[src/design/asp_pkg.sv]
`timescale 1ns / 1ps

package asp_pkg;

	// configuration register indexes
	localparam logic CFG_LO_DEG = 1'b0;
	localparam logic CFG_HI_DEG = 1'b1;

	// item kinds carried on tuser
	localparam logic FUNC_LOAD    = 1'b0;
	localparam logic FUNC_MEASURE = 1'b1;

	localparam logic signed [7:0] LO_DEG_RST = -8'sd40;
	localparam logic signed [7:0] HI_DEG_RST = 8'sd87;

	// divide by 10 as x * 52429 >> 19, exact for all 16-bit magnitudes
	localparam int unsigned TEMP_RECIP = 52429;
	localparam int unsigned TEMP_SHIFT = 19;

	// pascals: counts * 122070 / (450 * 928), reduced by the common factor 30
	localparam int unsigned ADC_UV100  = 122070;
	localparam int unsigned SENS_UV_PA = 450;
	localparam int unsigned GAIN_X100  = 928;
	localparam int unsigned PA_GCD     = 30;
	localparam int unsigned PA_NUM     = ADC_UV100 / PA_GCD;
	localparam int unsigned PA_DEN     = (SENS_UV_PA * GAIN_X100) / PA_GCD;
	localparam int unsigned PA_SHIFT   = 32;
	localparam longint unsigned PA_RECIP = (64'd1 << PA_SHIFT) / PA_DEN;

	// pa * 327680 / 3 = m * 21845 + m / 3 with m = pa * 5
	localparam int unsigned SPD_K      = 21845;
	localparam int unsigned DIV3_RECIP = 43691;
	localparam int unsigned DIV3_SHIFT = 17;

	// square root working pair: remainder and developing root
	typedef struct packed {
		logic [26:0] rem;
		logic [27:0] res;
	} sq_t;

endpackage

[src/design/asp_ram.sv]
`timescale 1ns / 1ps

module asp_ram #(
	parameter int WIDTH = 16,
	parameter int DEPTH = 128
) (
	input  logic                     clk,
	input  logic                     we,
	input  logic [$clog2(DEPTH)-1:0] waddr,
	input  logic [WIDTH-1:0]         wdata,
	input  logic                     re,
	input  logic [$clog2(DEPTH)-1:0] raddr,
	output logic [WIDTH-1:0]         rdata
);

	logic [WIDTH-1:0] mem [DEPTH];

	always_ff @(posedge clk) begin
		if (we) begin
			mem[waddr] <= wdata;
		end
		if (re) begin
			rdata <= mem[raddr];
		end
	end

endmodule

[src/design/airspeed_from_pressure.sv]
`timescale 1ns / 1ps

// Airspeed from a differential-pressure sample. Items on the s_ side are loads (tuser 0), which
// write one zero-offset entry of the temperature table, or measures (tuser 1), which return
// compensated pressure in pascals and airspeed in unsigned Q6.8 on the m_ side. The block takes
// one item per clock while s_tready is high and holds 18 register stages: m_tvalid rises when a
// measure item reaches the last stage, and the result leaves at the next edge when the output is not stalled.
// Loads write the table in stage 3, the stage where measures read it, so a measure right behind
// a load already sees the new entry; loads return nothing. Empty stages keep filling while a
// result waits, and s_tready drops only when every stage is occupied. Table entries hold no
// value until written and are not cleared at reset. The user must write the lower and upper
// temperature limits only while no item is in flight; the block itself does not enforce this.
module airspeed_from_pressure import asp_pkg::*; #(
	parameter int TABLE_DEPTH = 128
) (
	input  logic        clk,
	input  logic        arst_n,
	input  logic        s_tvalid,
	output logic        s_tready,
	input  logic [55:0] s_tdata,   // raw_sample, temp_tenths, entry_index, entry_value, pad
	input  logic        s_tuser,   // func
	output logic        m_tvalid,
	input  logic        m_tready,
	output logic [31:0] m_tdata,   // pressure_pa, airspeed_q8, pad
	input  logic        cfg_valid,
	output logic        cfg_ready,
	input  logic        cfg_index,
	input  logic [7:0]  cfg_data
);

	localparam int AW = $clog2(TABLE_DEPTH);
	localparam int NS = 18;
	localparam logic signed [13:0] IDX_MAX = 14'(TABLE_DEPTH - 1);

	logic signed [7:0] lo_deg_q, hi_deg_q;

	logic [NS:1]   vld_s;
	logic [NS:1]   vld_in;
	logic [NS+1:1] en;

	// input fields
	logic [11:0] raw_sample;
	logic [15:0] temp_tenths;
	logic [6:0]  entry_index;
	logic [15:0] entry_value;

	assign raw_sample  = s_tdata[11:0];
	assign temp_tenths = s_tdata[27:12];
	assign entry_index = s_tdata[34:28];
	assign entry_value = s_tdata[50:35];

	// configuration
	assign cfg_ready = 1'b1;

	always_ff @(posedge clk or negedge arst_n) begin
		if (!arst_n) begin
			lo_deg_q <= LO_DEG_RST;
			hi_deg_q <= HI_DEG_RST;
		end else if (cfg_valid) begin
			unique case (cfg_index)
				CFG_LO_DEG: lo_deg_q <= signed'(cfg_data);
				CFG_HI_DEG: hi_deg_q <= signed'(cfg_data);
				default: ;
			endcase
		end
	end

	// stage enables: a stage moves when it is empty or the next one moves
	always_comb begin
		en[NS+1] = m_tready;
		for (int k = NS; k >= 1; k--) begin
			en[k] = !vld_s[k] || en[k+1];
		end
	end

	assign s_tready = en[1];

	logic func_s2;

	always_comb begin
		vld_in[1] = s_tvalid;
		for (int k = 2; k <= NS; k++) begin
			vld_in[k] = vld_s[k-1];
		end
		// loads end at the table write
		vld_in[3] = vld_s[2] && (func_s2 == FUNC_MEASURE);
	end

	always_ff @(posedge clk or negedge arst_n) begin
		if (!arst_n) begin
			vld_s <= '0;
		end else begin
			for (int k = 1; k <= NS; k++) begin
				if (en[k]) begin
					vld_s[k] <= vld_in[k];
				end
			end
		end
	end

	// stage 1: magnitude of the temperature times the reciprocal of ten
	logic        func_s1, tneg_s1;
	logic [31:0] tprod_s1;
	logic [11:0] raw_s1;
	logic [6:0]  eidx_s1;
	logic [15:0] eval_s1;
	logic [15:0] tmag;

	assign tmag = temp_tenths[15] ? 16'(-temp_tenths) : temp_tenths;

	always_ff @(posedge clk) begin
		if (en[1]) begin
			func_s1  <= s_tuser;
			tneg_s1  <= temp_tenths[15];
			tprod_s1 <= 32'(tmag) * 32'(TEMP_RECIP);
			raw_s1   <= raw_sample;
			eidx_s1  <= entry_index;
			eval_s1  <= entry_value;
		end
	end

	// stage 2: signed whole degrees, clamp and table index
	logic [11:0]       tq;
	logic signed [13:0] t0, t1, t2, lo14, hi14, dlt;
	logic [AW-1:0]     idx;
	logic [AW-1:0]     idx_s2;
	logic [11:0]       raw_s2;
	logic [6:0]        eidx_s2;
	logic [15:0]       eval_s2;

	always_comb begin
		tq   = tprod_s1[TEMP_SHIFT +: 12];
		t0   = tneg_s1 ? -signed'(14'(tq)) : signed'(14'(tq));
		lo14 = 14'(lo_deg_q);
		hi14 = 14'(hi_deg_q);
		t1   = (t0 < lo14) ? lo14 : t0;
		t2   = (t1 > hi14) ? hi14 : t1;
		dlt  = t2 - lo14;
		if (dlt < 0) begin
			idx = '0;
		end else if (dlt > IDX_MAX) begin
			idx = IDX_MAX[AW-1:0];
		end else begin
			idx = dlt[AW-1:0];
		end
	end

	always_ff @(posedge clk) begin
		if (en[2]) begin
			func_s2 <= func_s1;
			idx_s2  <= idx;
			raw_s2  <= raw_s1;
			eidx_s2 <= eidx_s1;
			eval_s2 <= eval_s1;
		end
	end

	// stage 3: table write for loads, table read for measures
	logic [8:0]  eidx_ext;
	logic        tbl_we, tbl_re;
	logic [15:0] zero_s3;
	logic [11:0] raw_s3;

	assign eidx_ext = 9'(eidx_s2);
	assign tbl_we   = en[3] && vld_s[2] && (func_s2 == FUNC_LOAD) &&
		(eidx_ext < 9'(TABLE_DEPTH));
	assign tbl_re   = en[3] && vld_s[2] && (func_s2 == FUNC_MEASURE);

	asp_ram #(
		.WIDTH (16),
		.DEPTH (TABLE_DEPTH)
	) u_zero_table (
		.clk   (clk),
		.we    (tbl_we),
		.waddr (eidx_ext[AW-1:0]),
		.wdata (eval_s2),
		.re    (tbl_re),
		.raddr (idx_s2),
		.rdata (zero_s3)
	);

	always_ff @(posedge clk) begin
		if (en[3]) begin
			raw_s3 <= raw_s2;
		end
	end

	// stage 4: offset removal, floored at zero
	logic [11:0] p_s4;

	always_ff @(posedge clk) begin
		if (en[4]) begin
			p_s4 <= (zero_s3 >= 16'(raw_s3)) ? '0 : 12'(16'(raw_s3) - zero_s3);
		end
	end

	// stages 5 to 8: pascals by reciprocal multiply with one correction step
	logic [23:0] n_s5, n_s6, n_s7, qd_s7, diff;
	logic [10:0] q0_s6, q0_s7, pa_s8;
	logic [42:0] qprod;

	assign qprod = 43'(n_s5) * 43'(PA_RECIP);
	assign diff  = n_s7 - qd_s7;

	always_ff @(posedge clk) begin
		if (en[5]) begin
			n_s5 <= 24'(p_s4) * 24'(PA_NUM);
		end
		if (en[6]) begin
			n_s6  <= n_s5;
			q0_s6 <= qprod[PA_SHIFT +: 11];
		end
		if (en[7]) begin
			n_s7  <= n_s6;
			q0_s7 <= q0_s6;
			qd_s7 <= 24'(q0_s6) * 24'(PA_DEN);
		end
		if (en[8]) begin
			pa_s8 <= q0_s7 + 11'(diff >= 24'(PA_DEN));
		end
	end

	// stages 9 to 11: radicand pa * 327680 / 3
	logic [12:0] m_s9;
	logic [10:0] pa_s9, pa_s10;
	logic [26:0] a_s10;
	logic [10:0] b_s10;
	logic [28:0] bprod;

	assign bprod = 29'(m_s9) * 29'(DIV3_RECIP);

	always_ff @(posedge clk) begin
		if (en[9]) begin
			m_s9  <= (13'(pa_s8) << 2) + 13'(pa_s8);
			pa_s9 <= pa_s8;
		end
		if (en[10]) begin
			a_s10  <= 27'(m_s9) * 27'(SPD_K);
			b_s10  <= bprod[DIV3_SHIFT +: 11];
			pa_s10 <= pa_s9;
		end
	end

	// stage 11 loads the radicand; stages 12 to 18: square root, two result bits per stage
	sq_t         sq_s   [11:NS];
	logic [10:0] sq_pa_s [11:NS];
	sq_t         sq_nxt [12:NS];

	function automatic sq_t sq_step(sq_t a, int unsigned sh);
		sq_t         r;
		logic [27:0] bitv;
		logic [27:0] trial;
		bitv  = 28'(1) << sh;
		trial = a.res + bitv;
		r     = a;
		if ({1'b0, a.rem} >= trial) begin
			r.rem = a.rem - trial[26:0];
			r.res = (a.res >> 1) + bitv;
		end else begin
			r.res = a.res >> 1;
		end
		return r;
	endfunction

	always_ff @(posedge clk) begin
		if (en[11]) begin
			sq_s[11].rem <= a_s10 + 27'(b_s10);
			sq_s[11].res <= '0;
			sq_pa_s[11]  <= pa_s10;
		end
	end

	for (genvar k = 12; k <= NS; k++) begin : g_sqrt
		always_comb begin
			sq_nxt[k] = sq_step(sq_step(sq_s[k-1], 26 - 4 * (k - 12)), 24 - 4 * (k - 12));
		end

		always_ff @(posedge clk) begin
			if (en[k]) begin
				sq_s[k]    <= sq_nxt[k];
				sq_pa_s[k] <= sq_pa_s[k-1];
			end
		end
	end

	assign m_tvalid = vld_s[NS];
	assign m_tdata  = {7'b0, sq_s[NS].res[13:0], sq_pa_s[NS]};

`ifndef SYNTHESIS
	// floor square root leaves a remainder no larger than twice the root
	assert property (@(posedge clk) disable iff (!arst_n)
		m_tvalid |-> ({2'b0, sq_s[NS].rem} <= {sq_s[NS].res, 1'b0}))
		else $error("square root remainder out of range");

	// the reciprocal estimate is off by at most one quotient step
	assert property (@(posedge clk) disable iff (!arst_n)
		vld_s[7] |-> ({1'b0, n_s7 - qd_s7} < 25'(2 * PA_DEN)))
		else $error("pascal quotient estimate off by more than one");

	assert property (@(posedge clk) disable iff (!arst_n)
		vld_s[8] |-> (pa_s8 <= 11'd1197))
		else $error("pressure above full scale");

	// a load leaves the pipeline at the table write
	assert property (@(posedge clk) disable iff (!arst_n)
		(en[3] && vld_s[2] && (func_s2 == FUNC_LOAD)) |=> !vld_s[3])
		else $error("load item passed the table stage");
`endif

endmodule

[config.mk]
export PLATFORM = sky130hd
export DESIGN_NAME = airspeed_from_pressure
export DESIGN_NICKNAME = d
export VERILOG_FILES = /design/src/design/asp_pkg.sv /design/src/design/asp_ram.sv /design/src/design/airspeed_from_pressure.sv
export SDC_FILE = /design/constraint.sdc
export NUM_CORES = 2
export LEC_CHECK = 0
export ABC_AREA = 1
export BUFFER_PORTS_ARGS = -buffer_cell sky130_fd_sc_hd__buf_2
export CAP_MARGIN = 15
export CORE_UTILIZATION = 56
export CTS_CLUSTER_SIZE = 30
export DETAILED_ROUTE_END_ITERATION = 12
export PLACE_DENSITY = 0.75
export SLEW_MARGIN = 15
export SYNTH_ARGS = -nofsm -noshare
export SYNTH_HDL_FRONTEND = slang
export SYNTH_SLANG_ARGS = --single-unit
[constraint.sdc]
create_clock -name clk -period 15.7 [get_ports clk]
set_input_delay 4.71 -clock clk [delete_from_list [all_inputs] [get_ports clk]]
set_output_delay 4.71 -clock clk [all_outputs]
set_load 0.05 [all_outputs]
Yosys cells after proc, flatten, opt, wreduce, memory -nomap -nowiden --
Memory sizes are Yosys's and may differ from the RTL's. A register that Yosys moved wholly into a read port is not among the register bits. Cells that the tools add are included.
Word-level totals: flip-flop bits (word level) 366, memories 3, input bits 71, memory bits (writable) 2576
Operators by class: muxes and demuxes 51, add/sub/neg operators 50, bitwise operators 2, reduce and logical (&&, ||, !) cells 43, multiply operators 6, $lt $le $gt $ge 21
Memories:
- u_zero_table.mem | depth 128, width 16, read ports 1, clocked after Yosys merged registers in 1, wr ports 1, line asp_ram.sv:16 | logic [WIDTH-1:0] mem [DEPTH];
- sq_s | depth 8, width 55, read ports 8, clocked after Yosys merged registers in 0, wr ports 8, line airspeed_from_pressure.sv:245 | sq_t sq_s [11:NS];
- sq_pa_s | depth 8, width 11, read ports 8, clocked after Yosys merged registers in 0, wr ports 8, line airspeed_from_pressure.sv:246 | logic [10:0] sq_pa_s [11:NS];
Operators with widths (number):
- $ge 27x28->1 | 14
- $mux 28 | 14
- $mux 27 | 14
- $sub 27x27->27 | 14
- $mul 24x18->42 const B | 1
- $mux 14 | 3
- $mul 16x16->31 const B | 1
- $add 27x1->28 const B | 1
- $add 27x11->28 const B | 1
- $add 27x13->28 const B | 1
- $add 27x15->28 const B | 1
- $add 27x17->28 const B | 1
- $add 27x19->28 const B | 1
- $add 27x21->28 const B | 1
- $add 27x23->28 const B | 1
- $add 27x25->28 const B | 1
- $add 27x27->28 const B | 1
- $add 27x3->28 const B | 1
- $add 27x5->28 const B | 1
- $add 27x7->28 const B | 1
- $add 27x9->28 const B | 1
- $add 28x1->28 const B | 1
- $add 28x11->28 const B | 1
- $add 28x13->28 const B | 1
- 38 further kinds | 95

Longest topological paths before layout --
word-level depth 22, depth in mapped cells 53, mapped depth without buffers 51

Modules after synthesis --
Synthesis repeated with hierarchy kept, for this count alone.
Unflattened totals: cell total of the unflattened synthesis 12475, area, all modules 137476.9 µm²
Modules (own cells, without submodules):
- asp_ram | instances 1, cells an instance 6793, sequential area each 61979.4 µm², area each 82988.3 µm²
- airspeed_from_pressure | instances 1, cells an instance 5682, sequential area each 19810.2 µm², area each 54488.5 µm²

Worst setup path after synthesis --
Ideal clock, no wire load.
kind input-to-output, start point in m_tready, end point out s_tready, slack 0.252 ns, arrival 10.738 ns, data required time 10.990 ns, stages 13, buffers on the path 1, path through inv_1 nand3_2 nor2_4 nand4_2 nor2_4 nand3_2 nor2_4 nand4_2 nor2_2 nand3_1 buf_6 nor2_2 nand2_1
Between the ends: word-level cells in the longest chain between the ends 18
RTL lines:
- start: declaration | line airspeed_from_pressure.sv:23 | input logic m_tready,
- $logic_or 1x1->1 (2 in a row) | line airspeed_from_pressure.sv:72 | en[k] = !vld_s[k] || en[k+1];
- net en, one bit | line airspeed_from_pressure.sv:39 | logic [NS+1:1] en;
- $logic_or 1x1->1 (4 in a row) | line airspeed_from_pressure.sv:72
- net en, one bit | line airspeed_from_pressure.sv:39
- $logic_or 1x1->1 (3 in a row) | line airspeed_from_pressure.sv:72
- net en, one bit | line airspeed_from_pressure.sv:39
- $logic_or 1x1->1 (4 in a row) | line airspeed_from_pressure.sv:72
- net en, one bit | line airspeed_from_pressure.sv:39
- $logic_or 1x1->1 (3 in a row) | line airspeed_from_pressure.sv:72
- net en, one bit | line airspeed_from_pressure.sv:39
- $logic_or 1x1->1 (2 in a row) | line airspeed_from_pressure.sv:72
- end: declaration | line airspeed_from_pressure.sv:19 | output logic s_tready,
The timed path passes the listed nets, and every way through them passes these cells.

Final worst setup path --
start point in m_tready, end point out s_tready
Between the ends: word-level cells in the longest chain between the ends 18
RTL lines (line):
- $logic_or 1x1->1 (2 in a row) | airspeed_from_pressure.sv:72
- net en, one bit | airspeed_from_pressure.sv:39
- $logic_or 1x1->1 (4 in a row) | airspeed_from_pressure.sv:72
- net en, one bit | airspeed_from_pressure.sv:39
- $logic_or 1x1->1 (3 in a row) | airspeed_from_pressure.sv:72
- net en, one bit | airspeed_from_pressure.sv:39
- $logic_or 1x1->1 (4 in a row) | airspeed_from_pressure.sv:72
- net en, one bit | airspeed_from_pressure.sv:39
- $logic_or 1x1->1 (5 in a row) | airspeed_from_pressure.sv:72
The timed path passes the listed nets, and every way through them passes these cells.

==> Flow_metrics.wiki <==
{| class="wikitable"
! Metric !! Value
|-
| Category of the worst setup path capture point || output pin
|-
| Clock sink count || 2729
|-
| Maximum vdd drop || 0.000317 V
|-
| Routed vias || 93440
|-
| Met2 track utilization from global routing || 0.445
|-
| Global route hottest layer || met2
|-
| Number of CTS-inserted buffers || 292
|-
| Maximum number of pins on one net before global-route repair || 213
|-
| Total grt overflow || 0
|-
| Critical Path AT || 8.67 ns
|-
| Sequential fraction of design power || 0.279
|-
| Final standard cell area without fillers || 149000 sq um
|-
| Post-Syn Instances || 11888
|-
| Type of the worst min-delay path || flop to flop
|-
| Status || complete, no violations
|-
| Count of routing violations after the opening detailed-route iteration || 11880
|-
| Y dimension of the die || 494 um
|-
| Total cell area at the placement stage || 140000 sq um
|-
| Wirelength, routed || 355 mm
|-
| Number of violations of the max-capacitance limit || 0
|-
| Total number of nets in the final design || 13129
|-
| Cell area after technology mapping || 136000 sq um
|-
| Number of buffers inserted by hold repair at cts || 0
|-
| CTS Root Cell || sky130_fd_sc_hd__clkbuf_16
|-
| Max Slew Vio Count || 0
|-
| Resized cells post-CTS || 0
|-
| Number of unique standard cell types used by synthesis || 68
|-
| Buffers plus inverters on the worst setup path || 7
|-
| Worst clock skew on the final layout || 0.115 ns
|-
| Vias in the first global route || 91406
|-
| Remaining design rule violation count || 0
|-
| Switching portion of total power || 0.451
|-
| Proportion of register bits with asynchronous set or reset after synthesis || 0.0125
|-
| Area growth syn-to-layout || 9.64%
|-
| DP Wirelength || 229 mm
|-
| Antenna violations before repair || 15
|-
| Number of H-tree branching levels || 5
|-
| Unrepaired setup endpoints after global routing || no
|-
| Worst Path Max Fanout || 51
|-
| Required time of the worst setup path || 10.99 ns
|-
| Sequential cell area || 81800 sq um
|-
| Area enclosed by the die boundary || 244000 sq um
|-
| Post-Route Utilization || 0.618
|-
| Top area cells in the synthesized netlist || sky130_fd_sc_hd__edfxtp_1 (60%), sky130_fd_sc_hd__ha_1 (6.6%), sky130_fd_sc_hd__o21ai_0 (5.4%)
|-
| I/O pin cnt || 106
|-
| Register clock-pin slew on the reported worst setup and hold paths || 0.06 ns
|-
| First-pass DRT Iterations || 6
|-
| Number of fillers in the final layout || 18168
|-
| Cell seen most often among critical-path stages || sky130_fd_sc_hd__buf_4
|-
| Internal || 19.0 mW
|-
| Total negative slack || 0 ns
|-
| Global routing usage on met3 || 0.0632
|-
| Ranking of synthesized cells by instance count || sky130_fd_sc_hd__edfxtp_1 (2695), sky130_fd_sc_hd__nor2_1 (1775), sky130_fd_sc_hd__o21ai_0 (1472)
|-
| Yosys top cell area share || 0.597
|-
| Global router's overall resource usage || 0.288
|-
| Cell taking the most area after synthesis || sky130_fd_sc_hd__edfxtp_1
|-
| Clock power frac || 0.189
|-
| Top Family by Delay on Critical Path || simple AND/OR/NAND/NOR gates
|-
| Starting utilization of the core area || 0.564
|-
| GPL Wtd Cong || 0.957
|-
| Clock insertion delay at the later pin of the skew report || 0.97 ns
|-
| Combinational fraction of design power || 0.532
|-
| Number of standard-cell rows in the floorplan || 180
|-
| Clock tree from TritonCTS || yes
|-
| Vias per Instance || 6.08
|-
| Achievable clock frequency || 74.7 MHz
|-
| Horizontal die dimension || 494 um
|-
| Number of flops mapped to enable cells by yosys || 2695
|-
| Critical Path Start Type || input port
|-
| Average routed wire per standard cell || 23.1 um
|-
| Footprint of the multi-input gates || 47400 sq um
|-
| Fin crit share || 0.853
|-
| Bufs on Longest Clock Path || 4
|-
| Fraction of final layout cells with drive strength greater than 1 || 0.0684
|-
| Avg Inst Size Synth || 11.4 sq um
|-
| Core Area || 241000 sq um
|-
| Highest cell delay on the worst timing path || 0.48 ns
|-
| Number of setup violations in the final report || 0
|-
| Net switching power of the design || 15.6 mW
|-
| Post-CTS setup buffer count || 0
|-
| Worst Path Class, Setup || input port to output pin
|-
| Total power density per cell area || 233 nW/um^2
|-
| Routed Antenna Nets || 0
|-
| Number of warnings printed during yosys synthesis || 0
|-
| Fraction of the yosys area taken by sequential cells || 0.603
|-
| Hold violation count in the final report || 0
|-
| Max transition margin || 0.132
|-
| Main flop type after synthesis || sky130_fd_sc_hd__edfxtp_1
|-
| First-pass GRT wire length || 536 mm
|-
| Cell with the largest stage delay on the worst path || sky130_fd_sc_hd__nand2_4
|-
| Buffers on Ports || 92
|-
| Global-route track usage on met1 || 0.404
|-
| Most used standard cell by instance count after synthesis || sky130_fd_sc_hd__edfxtp_1
|-
| Synthesized flop and latch total || 2729
|-
| Minimum clock period || 13.38 ns
|-
| Leakage power of the design || 58.0 nW
|-
| CP cell instances || buf_2 -> inv_1 -> nand3_2 -> nor2_4 -> nand4_2 -> buf_4 -> nor2_4 -> nand3_2 -> buf_4 -> nor2_4 -> nand4_2 -> buf_4 -> nor2_2 -> nand3_1 -> buf_4 -> nor2_2 -> nand2_4 -> buf_2
|-
| Slew at the pin closest to its max-slew limit || 1.29 ns
|}
==> registers in the layout, summed over array words and instances (netlist names), 13 cells and up <==
register            flops
u_zero_table.mem     2048
sq_s                  245
n_s7                   19
qd_s7                  18
sq_pa_s                88
eval_s2                16
m_s9                   13
n_s5                   24
vld_s                  18
n_s6                   19
eval_s1                16
u_zero_table.rdata     16
a_s10                  25
==> metrics by stage <==
step	power (mW)	worst slack, ns	hold WS (ns)	instances
2_1_floorplan	22.6	0.252	0.400	11894
5_1_grt	37.2	2.00	0.406	15372
6_report	34.7	2.32	0.376	15379
3_5_place_dp	27.9	2.35	0.405	14877
4_1_cts	34.5	2.34	0.392	15370
3_3_place_gp	27.5	2.49	0.401	14877
==> power by group through the flow <==
stage                     clock, mW  combinational (mW)  sequential (mW)
final                          6.56                18.4             9.67
after global routing           6.88                20.6             9.72
after CTS                      6.60                18.2             9.67
after detailed placement          0                18.1             9.81
after global placement            0                17.7             9.79
after floorplan                   0                13.0             9.58
==> layout make-up <==
class / instances / share of cell area
diodes: 8 / 0.000135
well taps: 3185 / 0.0268
flip-flops and latches: 2729 / 0.550
multi-input cells: 7547 / 0.319
clock inverters: 144 / 0.00883
repair buffers: 317 / 0.0154
clock buffers: 349 / 0.0515
inverters: 1100 / 0.0279
==> per-layer routing <==
| metal | wire (um) | part of all wire |
|---|---|---|
| met3 | 41300 | 0.12 |
| met4 | 12000 | 0.034 |
| met1 | 140000 | 0.39 |
| met5 | 99 | 0.00028 |
| met2 | 162000 | 0.46 |
==> final timing paths <==
kind,slack (ns),start,to,depth (start not counted)
hold / removal,0.38,eval_s1[6],eval_s2[6],0
min in group asynchronous,3.88,arst_n,vld_s[1],2
setup / recovery,2.32,m_tready,s_tready,18
setup reg to reg,7.72,tprod_s1[19],idx_s2[6],47
hold reg to reg,0.38,eval_s1[6],eval_s2[6],0
max in group asynchronous,11.26,arst_n,vld_s[11],2
==> kinds of logic (layout without fill, tap and decap cells) <==
kind of cell | Yosys count | count (layout) | synth area share
simple gates | 3593 | 3593 | 0.109
flops | 2729 | 2729 | 0.603
compound gates | 2611 | 2611 | 0.105
buf+inv | 1618 | 1910 | 0.0472
fa+ha+maj | 1071 | 1071 | 0.118
xor+xnor | 264 | 264 | 0.0171
other cells | 2 | 16 | 0.0000554
==> placed cells by master (no fill, tap or decap), types with 11 or more instances in the layout <==
cell / count
sky130_fd_sc_hd__or2_2: 18
sky130_fd_sc_hd__bufinv_16: 22
sky130_fd_sc_hd__nand3_1: 291
sky130_fd_sc_hd__xor2_1: 173
sky130_fd_sc_hd__nand4_1: 81
sky130_fd_sc_hd__inv_1: 1083
sky130_fd_sc_hd__a31oi_1: 17
sky130_fd_sc_hd__a21oi_1: 350
sky130_fd_sc_hd__o22ai_1: 629
sky130_fd_sc_hd__nor2_2: 16
sky130_fd_sc_hd__ha_1: 716
sky130_fd_sc_hd__dfrtp_1: 25
sky130_fd_sc_hd__nand3b_1: 12
sky130_fd_sc_hd__nand2_1: 1245
sky130_fd_sc_hd__buf_4: 214
sky130_fd_sc_hd__buf_2: 92
sky130_fd_sc_hd__nand2_2: 12
sky130_fd_sc_hd__edfxtp_1: 2695
sky130_fd_sc_hd__o21a_1: 14
sky130_fd_sc_hd__clkinv_2: 44
sky130_fd_sc_hd__o21bai_1: 21
sky130_fd_sc_hd__o31ai_1: 18
sky130_fd_sc_hd__clkinv_1: 56
sky130_fd_sc_hd__buf_12: 11
sky130_fd_sc_hd__nor2_1: 1772
sky130_fd_sc_hd__clkbuf_16: 296
sky130_fd_sc_hd__a21boi_0: 12
sky130_fd_sc_hd__nand3_2: 13
sky130_fd_sc_hd__inv_2: 11
sky130_fd_sc_hd__clkbuf_1: 48
sky130_fd_sc_hd__o21ai_0: 1472
sky130_fd_sc_hd__nor4_1: 15
sky130_fd_sc_hd__nor3_1: 79
sky130_fd_sc_hd__a21o_1: 11
sky130_fd_sc_hd__o21ai_1: 17
sky130_fd_sc_hd__xnor2_1: 90
sky130_fd_sc_hd__fa_1: 355
Note: power is estimated with default switching activity, not from simulation.
